$ cat config.mk
export PLATFORM = sky130hd
export DESIGN_NAME = murmur2_hash_stream_top
export DESIGN_NICKNAME = d
export VERILOG_FILES = /design/src/mh2_pkg.sv /design/src/mh2_front.sv /design/src/mh2_queue.sv /design/src/mh2_back.sv /design/src/murmur2_hash_stream_top.sv
export SDC_FILE = /design/constraint.sdc
export NUM_CORES = 2
export LEC_CHECK = 0
export BUFFER_PORTS_ARGS = -buffer_cell sky130_fd_sc_hd__clkbuf_2
export CAP_MARGIN = 20
export CORE_MARGIN = 1.5
export CORE_UTILIZATION = 44
export CTS_CLUSTER_SIZE = 10
export DETAILED_ROUTE_END_ITERATION = 10
export SETUP_SLACK_MARGIN = 0.02
export SLEW_MARGIN = 30
export SYNTH_ARGS = -nofsm -noshare
export SYNTH_HDL_FRONTEND = slang
export SYNTH_SLANG_ARGS = --single-unit
$ cat constraint.sdc
create_clock -name i_clk -period 15 [get_ports i_clk]
set_input_delay 3.75 -clock i_clk [delete_from_list [all_inputs] [get_ports i_clk]]
set_output_delay 3.75 -clock i_clk [all_outputs]
set_load 0.02 [all_outputs]
$ cat src/mh2_pkg.sv
// Shared types, constants and helpers for the MurmurHash2 stream block.
// Used by mh2_front, mh2_queue, mh2_back and murmur2_hash_stream_top.
package mh2_pkg;

    localparam logic [31:0] MIX_M        = 32'h5bd1e995;
    localparam int          MIX_R        = 24;
    localparam int          FIN_SHIFT_A  = 13;
    localparam int          FIN_SHIFT_B  = 15;

    localparam logic [15:0] LENGTH_RESET = 16'd32;
    localparam logic [31:0] SEED_RESET   = 32'd97;

    localparam int          QUEUE_DEPTH  = 4;
    localparam int          QUEUE_AW     = $clog2(QUEUE_DEPTH);

    // Configuration register indexes
    localparam logic REG_MESSAGE_LENGTH = 1'b0;
    localparam logic REG_HASH_SEED      = 1'b1;

    typedef enum logic [1:0] {
        KIND_FULL,
        KIND_PARTIAL,
        KIND_NONE
    } t_kind;

    typedef struct packed {
        logic [31:0] word;
        t_kind       kind;
        logic [1:0]  nbytes;
        logic        last;
    } t_item;

    typedef enum logic [2:0] {
        S_IDLE,
        S_MUL1,
        S_MUL2,
        S_FIN,
        S_OUT
    } t_back_state;

    function automatic logic [31:0] byte_mask(input logic [1:0] nbytes);
        logic [31:0] mask;
        case (nbytes)
            2'd3:    mask = 32'h00ffffff;
            2'd2:    mask = 32'h0000ffff;
            default: mask = 32'h000000ff;
        endcase
        return mask;
    endfunction

endpackage

$ cat src/mh2_front.sv
// Front end: accepts message words, counts bytes and tags each word.
// Depends on mh2_pkg.
module mh2_front (
    input  logic          i_clk,
    input  logic          i_rst_n,
    input  logic          i_in_valid,
    output logic          o_in_ready,
    input  logic [31:0]   i_data_word,
    input  logic          i_reload,
    input  logic [15:0]   i_length,
    input  logic          i_queue_full,
    output logic          o_push,
    output mh2_pkg::t_item o_item
);
    import mh2_pkg::*;

    logic [15:0] r_remaining;
    logic [15:0] n_remaining;

    assign o_in_ready = !i_queue_full;
    assign o_push     = i_in_valid && o_in_ready;

    always_comb begin
        o_item.word   = i_data_word;
        o_item.nbytes = r_remaining[1:0];
        if (r_remaining >= 16'd4) begin
            o_item.kind = KIND_FULL;
            o_item.last = (r_remaining == 16'd4);
        end else if (r_remaining != 16'd0) begin
            o_item.kind = KIND_PARTIAL;
            o_item.last = 1'b1;
        end else begin
            o_item.kind = KIND_NONE;
            o_item.last = 1'b1;
        end
    end

    always_comb begin
        n_remaining = r_remaining;
        if (i_reload) begin
            n_remaining = i_length;
        end else if (o_push) begin
            n_remaining = o_item.last ? i_length : (r_remaining - 16'd4);
        end
    end

    always_ff @(posedge i_clk) begin
        if (!i_rst_n) begin
            r_remaining <= LENGTH_RESET;
        end else begin
            r_remaining <= n_remaining;
        end
    end

endmodule

$ cat src/mh2_queue.sv
// Short register queue of tagged words between front and back.
// Depends on mh2_pkg.
module mh2_queue (
    input  logic                     i_clk,
    input  logic                     i_rst_n,
    input  logic                     i_push,
    input  mh2_pkg::t_item           i_item,
    input  logic                     i_pop,
    output mh2_pkg::t_item           o_item,
    output logic                     o_valid,
    output logic                     o_full,
    output logic [mh2_pkg::QUEUE_AW:0] o_count
);
    import mh2_pkg::*;

    t_item                r_mem [QUEUE_DEPTH];
    logic [QUEUE_AW-1:0]  r_wr;
    logic [QUEUE_AW-1:0]  r_rd;
    logic [QUEUE_AW:0]    r_count;

    assign o_item  = r_mem[r_rd];
    assign o_valid = (r_count != '0);
    assign o_full  = (r_count == (QUEUE_AW+1)'(QUEUE_DEPTH));
    assign o_count = r_count;

    always_ff @(posedge i_clk) begin
        if (i_push) begin
            r_mem[r_wr] <= i_item;
        end
    end

    always_ff @(posedge i_clk) begin
        if (!i_rst_n) begin
            r_wr    <= '0;
            r_rd    <= '0;
            r_count <= '0;
        end else begin
            if (i_push) begin
                r_wr <= r_wr + 1'b1;
            end
            if (i_pop) begin
                r_rd <= r_rd + 1'b1;
            end
            case ({i_push, i_pop})
                2'b10:   r_count <= r_count + 1'b1;
                2'b01:   r_count <= r_count - 1'b1;
                default: r_count <= r_count;
            endcase
        end
    end

endmodule

$ cat src/mh2_back.sv
// Back end: mixes each word into the hash, finalizes and holds the result.
// Depends on mh2_pkg.
module mh2_back (
    input  logic                 i_clk,
    input  logic                 i_rst_n,
    input  logic                 i_item_valid,
    input  mh2_pkg::t_item       i_item,
    output logic                 o_pop,
    input  logic                 i_reload,
    input  logic [31:0]          i_start_value,
    output logic                 o_out_valid,
    input  logic                 i_out_ready,
    output logic [31:0]          o_hash_value,
    output mh2_pkg::t_back_state o_state
);
    import mh2_pkg::*;

    t_back_state r_state;
    t_back_state n_state;
    t_item       r_item;
    t_item       n_item;
    logic [31:0] r_h;
    logic [31:0] n_h;
    logic [31:0] r_k;
    logic [31:0] n_k;
    logic [31:0] r_out_hash;
    logic        r_out_valid;
    logic        out_load;

    assign o_out_valid  = r_out_valid;
    assign o_hash_value = r_out_hash;
    assign o_state      = r_state;

    always_comb begin
        n_state = r_state;
        case (r_state)
            S_IDLE: begin
                if (!i_reload && i_item_valid) begin
                    n_state = S_MUL1;
                end
            end
            S_MUL1: begin
                n_state = (r_item.kind == KIND_FULL) ? S_MUL2 : S_FIN;
            end
            S_MUL2: begin
                n_state = r_item.last ? S_FIN : S_IDLE;
            end
            S_FIN: begin
                n_state = S_OUT;
            end
            S_OUT: begin
                if (!r_out_valid || i_out_ready) begin
                    n_state = S_IDLE;
                end
            end
            default: begin
                n_state = S_IDLE;
            end
        endcase
    end

    always_comb begin
        o_pop    = (r_state == S_IDLE) && !i_reload && i_item_valid;
        out_load = (r_state == S_OUT) && (!r_out_valid || i_out_ready);
    end

    always_comb begin
        n_h    = r_h;
        n_k    = r_k;
        n_item = r_item;
        case (r_state)
            S_IDLE: begin
                if (o_pop) begin
                    n_item = i_item;
                end
            end
            S_MUL1: begin
                if (r_item.kind == KIND_FULL) begin
                    n_k = 32'(r_item.word * MIX_M);
                    n_h = 32'(r_h * MIX_M);
                end else if (r_item.kind == KIND_PARTIAL) begin
                    n_h = 32'((r_h ^ (r_item.word & byte_mask(r_item.nbytes))) * MIX_M);
                end
            end
            S_MUL2: begin
                n_h = r_h ^ 32'((r_k ^ (r_k >> MIX_R)) * MIX_M);
            end
            S_FIN: begin
                n_h = 32'((r_h ^ (r_h >> FIN_SHIFT_A)) * MIX_M);
            end
            S_OUT: begin
                // start the next message once the hash leaves
                if (out_load) begin
                    n_h = i_start_value;
                end
            end
            default: begin
                n_h = r_h;
            end
        endcase
        if (i_reload) begin
            n_h = i_start_value;
        end
    end

    always_ff @(posedge i_clk) begin
        r_item <= n_item;
        r_k    <= n_k;
        if (out_load) begin
            r_out_hash <= r_h ^ (r_h >> FIN_SHIFT_B);
        end
    end

    always_ff @(posedge i_clk) begin
        if (!i_rst_n) begin
            r_state     <= S_IDLE;
            r_h         <= SEED_RESET ^ {16'd0, LENGTH_RESET};
            r_out_valid <= 1'b0;
        end else begin
            r_state <= n_state;
            r_h     <= n_h;
            if (out_load) begin
                r_out_valid <= 1'b1;
            end else if (i_out_ready) begin
                r_out_valid <= 1'b0;
            end
        end
    end

endmodule

$ cat src/murmur2_hash_stream_top.sv
// MurmurHash2 (32-bit) stream hasher: front counter, word queue, mixing back end.
// A result is registered after its last word passes the pop, multiply, finalize and
// output steps (no second multiply for a partial word), with the back end idle and
// the output register free; output waits while the previous hash waits for the sink.
// A full word passes pop and two multiply steps; the next is popped only from idle.
// Reset (synchronous, active low): length 32, seed 97, hash 97 xor 32, queue empty.
module murmur2_hash_stream_top (
    input  logic        i_clk,
    input  logic        i_rst_n,
    input  logic        i_in_valid,
    output logic        o_in_ready,
    input  logic [31:0] i_data_word,
    output logic        o_out_valid,
    input  logic        i_out_ready,
    output logic [31:0] o_hash_value,
    input  logic        i_cfg_we,
    input  logic        i_cfg_index,
    input  logic [31:0] i_cfg_wdata
);
    import mh2_pkg::*;

    logic [15:0]       r_length;
    logic [15:0]       n_length;
    logic [31:0]       r_seed;
    logic [31:0]       n_seed;
    logic [31:0]       start_value;
    logic              push;
    t_item             front_item;
    t_item             queue_item;
    logic              queue_valid;
    logic              queue_full;
    logic [QUEUE_AW:0] queue_count;
    logic              pop;
    t_back_state       back_state;

    always_comb begin
        n_length = r_length;
        n_seed   = r_seed;
        if (i_cfg_we) begin
            case (i_cfg_index)
                REG_MESSAGE_LENGTH: n_length = i_cfg_wdata[15:0];
                REG_HASH_SEED:      n_seed   = i_cfg_wdata;
                default:            n_seed   = r_seed;
            endcase
        end
    end

    assign start_value = n_seed ^ {16'd0, n_length};

    always_ff @(posedge i_clk) begin
        if (!i_rst_n) begin
            r_length <= LENGTH_RESET;
            r_seed   <= SEED_RESET;
        end else begin
            r_length <= n_length;
            r_seed   <= n_seed;
        end
    end

    mh2_front u_front (
        .i_clk        (i_clk),
        .i_rst_n      (i_rst_n),
        .i_in_valid   (i_in_valid),
        .o_in_ready   (o_in_ready),
        .i_data_word  (i_data_word),
        .i_reload     (i_cfg_we),
        .i_length     (n_length),
        .i_queue_full (queue_full),
        .o_push       (push),
        .o_item       (front_item)
    );

    mh2_queue u_queue (
        .i_clk   (i_clk),
        .i_rst_n (i_rst_n),
        .i_push  (push),
        .i_item  (front_item),
        .i_pop   (pop),
        .o_item  (queue_item),
        .o_valid (queue_valid),
        .o_full  (queue_full),
        .o_count (queue_count)
    );

    mh2_back u_back (
        .i_clk         (i_clk),
        .i_rst_n       (i_rst_n),
        .i_item_valid  (queue_valid),
        .i_item        (queue_item),
        .o_pop         (pop),
        .i_reload      (i_cfg_we),
        .i_start_value (start_value),
        .o_out_valid   (o_out_valid),
        .i_out_ready   (i_out_ready),
        .o_hash_value  (o_hash_value),
        .o_state       (back_state)
    );

    a_queue_bound: assert property (@(posedge i_clk) disable iff (!i_rst_n)
        queue_count <= (QUEUE_AW+1)'(QUEUE_DEPTH))
        else $error("word queue count beyond depth");

    a_result_from_out: assert property (@(posedge i_clk) disable iff (!i_rst_n)
        $rose(o_out_valid) |-> $past(back_state == S_OUT))
        else $error("result valid without finalize step");

    a_idle_takes_word: assert property (@(posedge i_clk) disable iff (!i_rst_n)
        (back_state == S_IDLE && queue_valid && !i_cfg_we) |=> (back_state == S_MUL1))
        else $error("back end idle with a queued word");

    a_no_pop_empty: assert property (@(posedge i_clk) disable iff (!i_rst_n)
        pop |-> queue_valid)
        else $error("pop from empty word queue");

endmodule
After elaboration in Yosys (flattened, before gate mapping). Memory sizes are Yosys's and may differ from the RTL's. A register that Yosys moved wholly into a read port is not among the register bits. Index checks and enable logic that the tools add are counted.

Register bits: 171. Bits in writable memories: 148. Bits of input ports: 70. Output and inout port bits: 34. Logic and storage cells: 95. Memories: 1.

Memories: u_queue.r_mem (words 4, bits a word 37, read ports 1, clocked after Yosys merged registers in 1, wr ports 1, line mh2_queue.sv:16) `t_item r_mem [QUEUE_DEPTH];`.

Add/sub/neg operators: 5. $mul: 5. Order comparisons: 1. Equal/unequal tests: 15. Mux-type cells: 29. Bitwise logic cells: 7. Reduce and logical (&&, ||, !) cells: 21.

Operators with widths (count): 32-bit 2-to-1 mux (9); 32-bit by 31-bit multiplier with 32-bit output (second input constant) (5); 32-bit case mux with 4 select lines (1); 16-bit 2-to-1 mux (5); 32-bit XOR (2); 24-bit case mux with 2 select lines (1); 32-bit bitwise AND (1); 32-bit by 16-bit XOR with 32-bit output (1); 32-bit by 17-bit XOR with 32-bit output (1); 32-bit by 19-bit XOR with 32-bit output (1); 32-bit by 8-bit XOR with 32-bit output (1); 16-bit by 3-bit equality test with 1-bit output (second input constant) (1); 16-bit by 3-bit greater-or-equal comparator with 1-bit output (second input constant) (1); 16-bit nonzero test (1); 16-bit by 3-bit subtractor with 16-bit output (second input constant) (1); 3-bit case mux with 5 select lines (1); 2-bit equality test (second input constant) (3); 3-bit by 2-bit equality test with 1-bit output (second input constant) (2); 3-bit equality test (second input constant) (2); 1-bit 2-to-1 mux (6); 2-bit 2-to-1 mux (3); 3-bit 2-to-1 mux (2); 3-bit case mux with 2 select lines (1); 2-bit AND reduction (3); 18 further kinds (28).

Logic depth before layout (Yosys ltp).
Depth in word-level cells: 12. Mapped depth: 30. Gate-level depth less buffers: 29.

Hierarchy. From an unflattened synthesis, not the netlist that was laid out.

Cells, all modules: 5801. Area, all modules: 59814.9 µm².

Modules (own cells, without submodules): mh2_back (times used 1, cells an instance 5128, area each 50110.6 µm², seq. area each 3753.6 µm²); mh2_queue (times used 1, cells an instance 239, area each 5846.9 µm², seq. area each 4624.4 µm²); murmur2_hash_stream_top (times used 1, cells an instance 261, area each 2547.4 µm², seq. area each 960.9 µm²); mh2_front (times used 1, cells an instance 173, area each 1310.0 µm², seq. area each 320.3 µm²).

Least setup slack after synthesis. OpenSTA, ideal clock, no wires.

Path kind: reg2reg. Start: register u_back.r_h[9]. End: register u_back.r_h[31]. Setup time: 0.127 ns. Arrival: 7.225 ns. Required time: 14.873 ns. Setup slack: 7.648 ns. Cell stages (with the launch flop): 28. Path buffers: 1. Clock period less this slack: 7.352 ns. Path through: dfxtp_1 -> clkbuf_1 -> inv_1 -> xnor2_1 -> xnor2_1 -> ha_1 -> or2_2 -> ha_1 -> inv_1 -> fa_1 -> inv_1 -> fa_1 -> fa_1 -> fa_1 -> fa_1 -> inv_1 -> fa_1 -> inv_1 -> ha_1 -> and4_1 -> o2111ai_1 -> nand2_1 -> nor2_1 -> a311o_1 -> o21ai_0 -> xnor2_1 -> a221oi_1 -> a31oi_1.

Longest elaborated chain between the ends: 6. Elaborated cells on any way between the ends: 9. Those cells by class: mul (3); mux (4); bitwise (2).

RTL lines: from (decl) (line mh2_back.sv:22) `logic [31:0] r_h;`; from (signal assigned) (line mh2_back.sv:117) `r_h <= SEED_RESET ^ {16'd0, LENGTH_RESET};`; from (signal assigned) (line mh2_back.sv:121) `r_h <= n_h;`; 32-bit XOR (line mh2_back.sv:82) `n_h = 32'((r_h ^ (r_item.word & byte_mask(r_item.nbytes))) * MIX_M);`; 32-bit by 31-bit multiplier with 32-bit output (line mh2_back.sv:82); 32-bit 2-to-1 mux (line mh2_back.sv:81) `end else if (r_item.kind == KIND_PARTIAL) begin`; 32-bit 2-to-1 mux (line mh2_back.sv:78) `if (r_item.kind == KIND_FULL) begin`; 32-bit case mux with 4 select lines * (line mh2_back.sv:71) `case (r_state)`; 32-bit 2-to-1 mux * (line mh2_back.sv:101) `if (i_reload) begin`.

Mark *: on every way between the ends. The rest lies on a longest branch, timed or not. The select of a mux whose other input is x is not followed. A chain may end at the register's enable or synchronous reset.

Worst setup path after layout.
Start: register u_back.r_k[30]. End: register u_back.r_h[30].

Longest elaborated chain between the ends: 5.

RTL lines: from (decl) (line mh2_back.sv:24) `logic [31:0] r_k;`; from (signal assigned) (line mh2_back.sv:108) `r_k <= n_k;`; 32-bit by 8-bit XOR with 32-bit output (line mh2_back.sv:86) `n_h = r_h ^ 32'((r_k ^ (r_k >> MIX_R)) * MIX_M);`; 32-bit by 31-bit multiplier with 32-bit output (line mh2_back.sv:86); 32-bit XOR (line mh2_back.sv:86); 32-bit case mux with 4 select lines (line mh2_back.sv:71); 32-bit 2-to-1 mux (line mh2_back.sv:101).

No other way between the ends.

==> flow_metrics.py <==
metrics = {
    "grt": {
        "grt_pass1_wl_um": 265000,
        "overflow": 0,
        "grt_max_degree": 83,
        "antenna_found_initial": 11,
        "grt_usage_pct": 26.2,
        "grt_pass1_vias": 42286,
    },
    "finish": {
        "area_growth_pct": 7.80,
        "n_fill_cell": 12444,
        "seq_area_um2": 9620,
        "multiInputGateArea_um2": 42900,
        "nets": 7919,
        "drive_gt1_share_pct": 6.19,
    },
    "worst_setup_path": {
        "worstReg2RegStart": "u_back.r_k[30]",
        "critPathLaunchType": "flip-flop",
        "max_stage_delay_ns": 0.72,
        "crit_slowest_cell": "nor4_1",
        "rr_endpoint": "u_back.r_h[30]",
        "path_depth": 27,
        "r2r_cells": 27,
        "cpMostUsedCell": "inv_1",
        "cpLargestDelayFamily": "adder cells",
        "cp.required_ns": 15.52,
        "arrival_ns": 8.99,
        "worst-path-buf-inv": 7,
        "crit_type": "flip-flop to flip-flop",
        "r2r_slack_ns": 6.53,
        "crit_path_end_kind": "flip-flop",
        "crit_path_max_fanout": 5,
    },
    "route": {
        "wire_per_inst_um": 22.7,
        "vias": 40294,
        "drc": 0,
        "via_per_inst": 5.23,
        "drt_iter0_markers": 3013,
        "routed_wl_um": 175000,
        "firstDrtPassIters": 7,
        "ant_nets": 0,
    },
    "cts": {
        "postCtsSetupBuffers": 0,
        "path_clk_slew_ns": 0.07,
        "clock-sinks": 356,
        "cts_root_buffer": "clkbuf_16",
        "clk_path_buf_depth": 3,
        "insertion_delay_ns": 0.64,
        "htree_levels": 2,
        "cts_tree": "yes",
        "hold_buffers": 0,
        "ctsResizeCount": 0,
        "cts_made_buffers": 45,
    },
    "min_path": {
        "hp-start": "u_front.r_remaining[3]",
        "hold_path.class": "flip-flop to flip-flop",
        "hold_end": "u_front.r_remaining[3]",
        "holdPathStages": 2,
    },
    "place": {
        "dpl.hpwl_um": 146000,
        "port-buffer-count": 103,
        "globalplace.congestion": 0.956,
    },
    "floorplan": {
        "die_area_um2": 136000,
        "io_pins": 104,
        "dieHeight_um": 369,
        "die_x_um": 369,
        "initial_core_util_pct": 44.3,
        "core_area_um2": 133000,
        "rows": 134,
    },
    "yosys": {
        "synth-seq-cells": 356,
        "syn_inst": 5754,
        "synth_edf_count": 249,
        "synthArstFlopShare_pct": 0,
        "synth_cell_types": 81,
        "yosysSeqAreaShare_pct": 16.3,
        "avgSynthCellArea_um2": 10.3,
        "synthFlopType": "edfxtp_1",
        "netlist_area_um2": 59000,
        "syn_nets": 7773,
        "ys.warnings.count": 0,
    },
    "timing": {
        "fmax_mhz": 118,
        "tightestPinTransition_ns": 1.01,
        "max-slew-margin-rel_pct": 32.0,
        "rsz0062_at_grt": "false",
        "hold_violations": 0,
        "finalClockSkew_ns": 0.0542,
        "slew_viol_final": 0,
        "setup_viol": 0,
        "period_share_pct": 56.5,
        "period_needed_ns": 8.47,
        "fin_tns_setup_ns": 0,
    },
    "job": {
        "maxCapViolations": 0,
    },
    "status": {
        "status": "finished clean",
    },
}
-- how the worst max path moves through the flow --
| stage | startpoint | to | slack, ns |
|---|---|---|---|
| finish | u_back.r_k[30] | u_back.r_h[30] | 6.53 |
| CTS | u_back.r_k[30] | u_back.r_h[30] | 6.54 |
| detailed placement | u_back.r_k[30] | u_back.r_h[30] | 6.62 |
| global placement | u_back.r_h[7] | u_back.r_h[31] | 6.39 |
| floorplan | u_back.r_h[9] | u_back.r_h[31] | 7.65 |
| global route | u_back.r_k[30] | u_back.r_h[29] | 6.12 |
-- through the flow --
stage | area, um2 | utilization, % | hold slack, ns | worst slack, ns | cells
2_1_floorplan | 59000 | - | 0.406 | 7.65 | 5754
3_3_place_gp | 62100 | 46.6 | 0.457 | 6.39 | 7621
3_5_place_dp | 62200 | 46.7 | 0.466 | 6.62 | 7621
4_1_cts | 63600 | 47.7 | 0.475 | 6.54 | 7695
5_1_grt | 63600 | 47.7 | 0.493 | 6.12 | 7695
6_report | 63600 | 47.7 | 0.476 | 6.53 | 7698
-- state kept, by name, summed over array words and instances, names as in the netlist --
register and flops:
u_queue.r_mem 148, u_queue.r_wr 2, u_front.r_remaining 16, u_back.o_state 3, u_back.o_out_valid 1, u_back.r_h 32
u_back.r_item 37, u_back.o_hash_value 32, u_queue.o_count 3, r_length 16, u_queue.r_rd 2, u_back.r_k 32
r_seed 32
-- cell type report --
class | instances | share of cell area [%]
tap | 1768 | 3.48
antenna | 3 | 0.0118
inverter | 1667 | 9.84
sequential | 356 | 15.1
clock inverter | 7 | 0.151
clock buffer | 67 | 2.04
multi-input combinational | 3635 | 67.5
timing repair buffer | 195 | 1.90
-- kinds of logic (layout without fill, tap and decap cells) --
kind of cell	count (synthesis)	in the layout	share of synthesized area [%]
DFF	356	356	16.3
buffers and inverters	1763	1936	11.2
xor gates and xnor gates	426	426	6.36
AOI/OAI and AO/OA	585	585	6.43
other	0	3	0
muxes	104	104	2.55
adders and majority gates	1949	1949	52.6
and+or+nand+nor	571	571	4.50
-- cells in the mapped netlist (26+ instances only) --
master | n | share of area (%)
xnor2_1 | 289 | 4.3
nor2_1 | 172 | 1.1
inv_1 | 1666 | 11
clkbuf_1 | 79 | 0.50
nor3_1 | 38 | 0.32
nand2_1 | 178 | 1.1
a21oi_1 | 195 | 1.7
dfxtp_1 | 107 | 3.6
and3_1 | 26 | 0.28
nand3_1 | 31 | 0.26
edfxtp_1 | 249 | 13
a21o_1 | 58 | 0.74
o21ai_0 | 96 | 0.81
ha_1 | 1059 | 22
a211oi_1 | 41 | 0.52
mux2i_1 | 65 | 1.1
xor2_1 | 135 | 2.0
mux4_2 | 37 | 1.4
fa_1 | 890 | 30
-- worst reg2reg max path, stage by stage, from the launching register on --
cell	delay (ns)
edfxtp_1	0.42
xnor2_1	0.63
inv_1	0.31
xnor2_1	0.47
ha_1	0.22
or2_2	0.14
ha_1	0.17
inv_1	0.06
fa_1	0.50
inv_1	0.05
fa_1	0.49
inv_1	0.05
fa_1	0.53
inv_1	0.05
fa_1	0.38
fa_1	0.51
inv_1	0.05
fa_1	0.48
inv_1	0.04
ha_1	0.45
and4_1	0.29
o211ai_1	0.12
o21a_1	0.20
a311oi_1	0.53
a2111oi_0	0.23
nor4_1	0.72
a211oi_1	0.12
o311ai_1	0.12
-- routing by layer --
layer	vias up	GRT usage, %	part of all wire [%]	wire, um
met3	282	3.50	6.7	11800
met1	20272	37.4	44	77700
li1	18424	-	-	-
met4	10	6.38	2.8	4840
met5	-	0	0.036	63
met2	1306	42.1	46	80300
-- placed cells by master, fill, tap and decap left out, types with 65 or more instances in the layout --
cell      synthesis  final
inv_1          1666   1666
ha_1           1059   1059
fa_1            890    890
xnor2_1         289    287
edfxtp_1        249    249
a21oi_1         195    195
nand2_1         178    178
nor2_1          172    170
xor2_1          135    128
dfxtp_1         107    105
clkbuf_2          0    103
o21ai_0          96     95
buf_4             0     91
mux2i_1          65     65
Power is left out: the tool's default activity adds up to more than one toggle a clock period on the data nets, which glitch-free logic cannot reach.
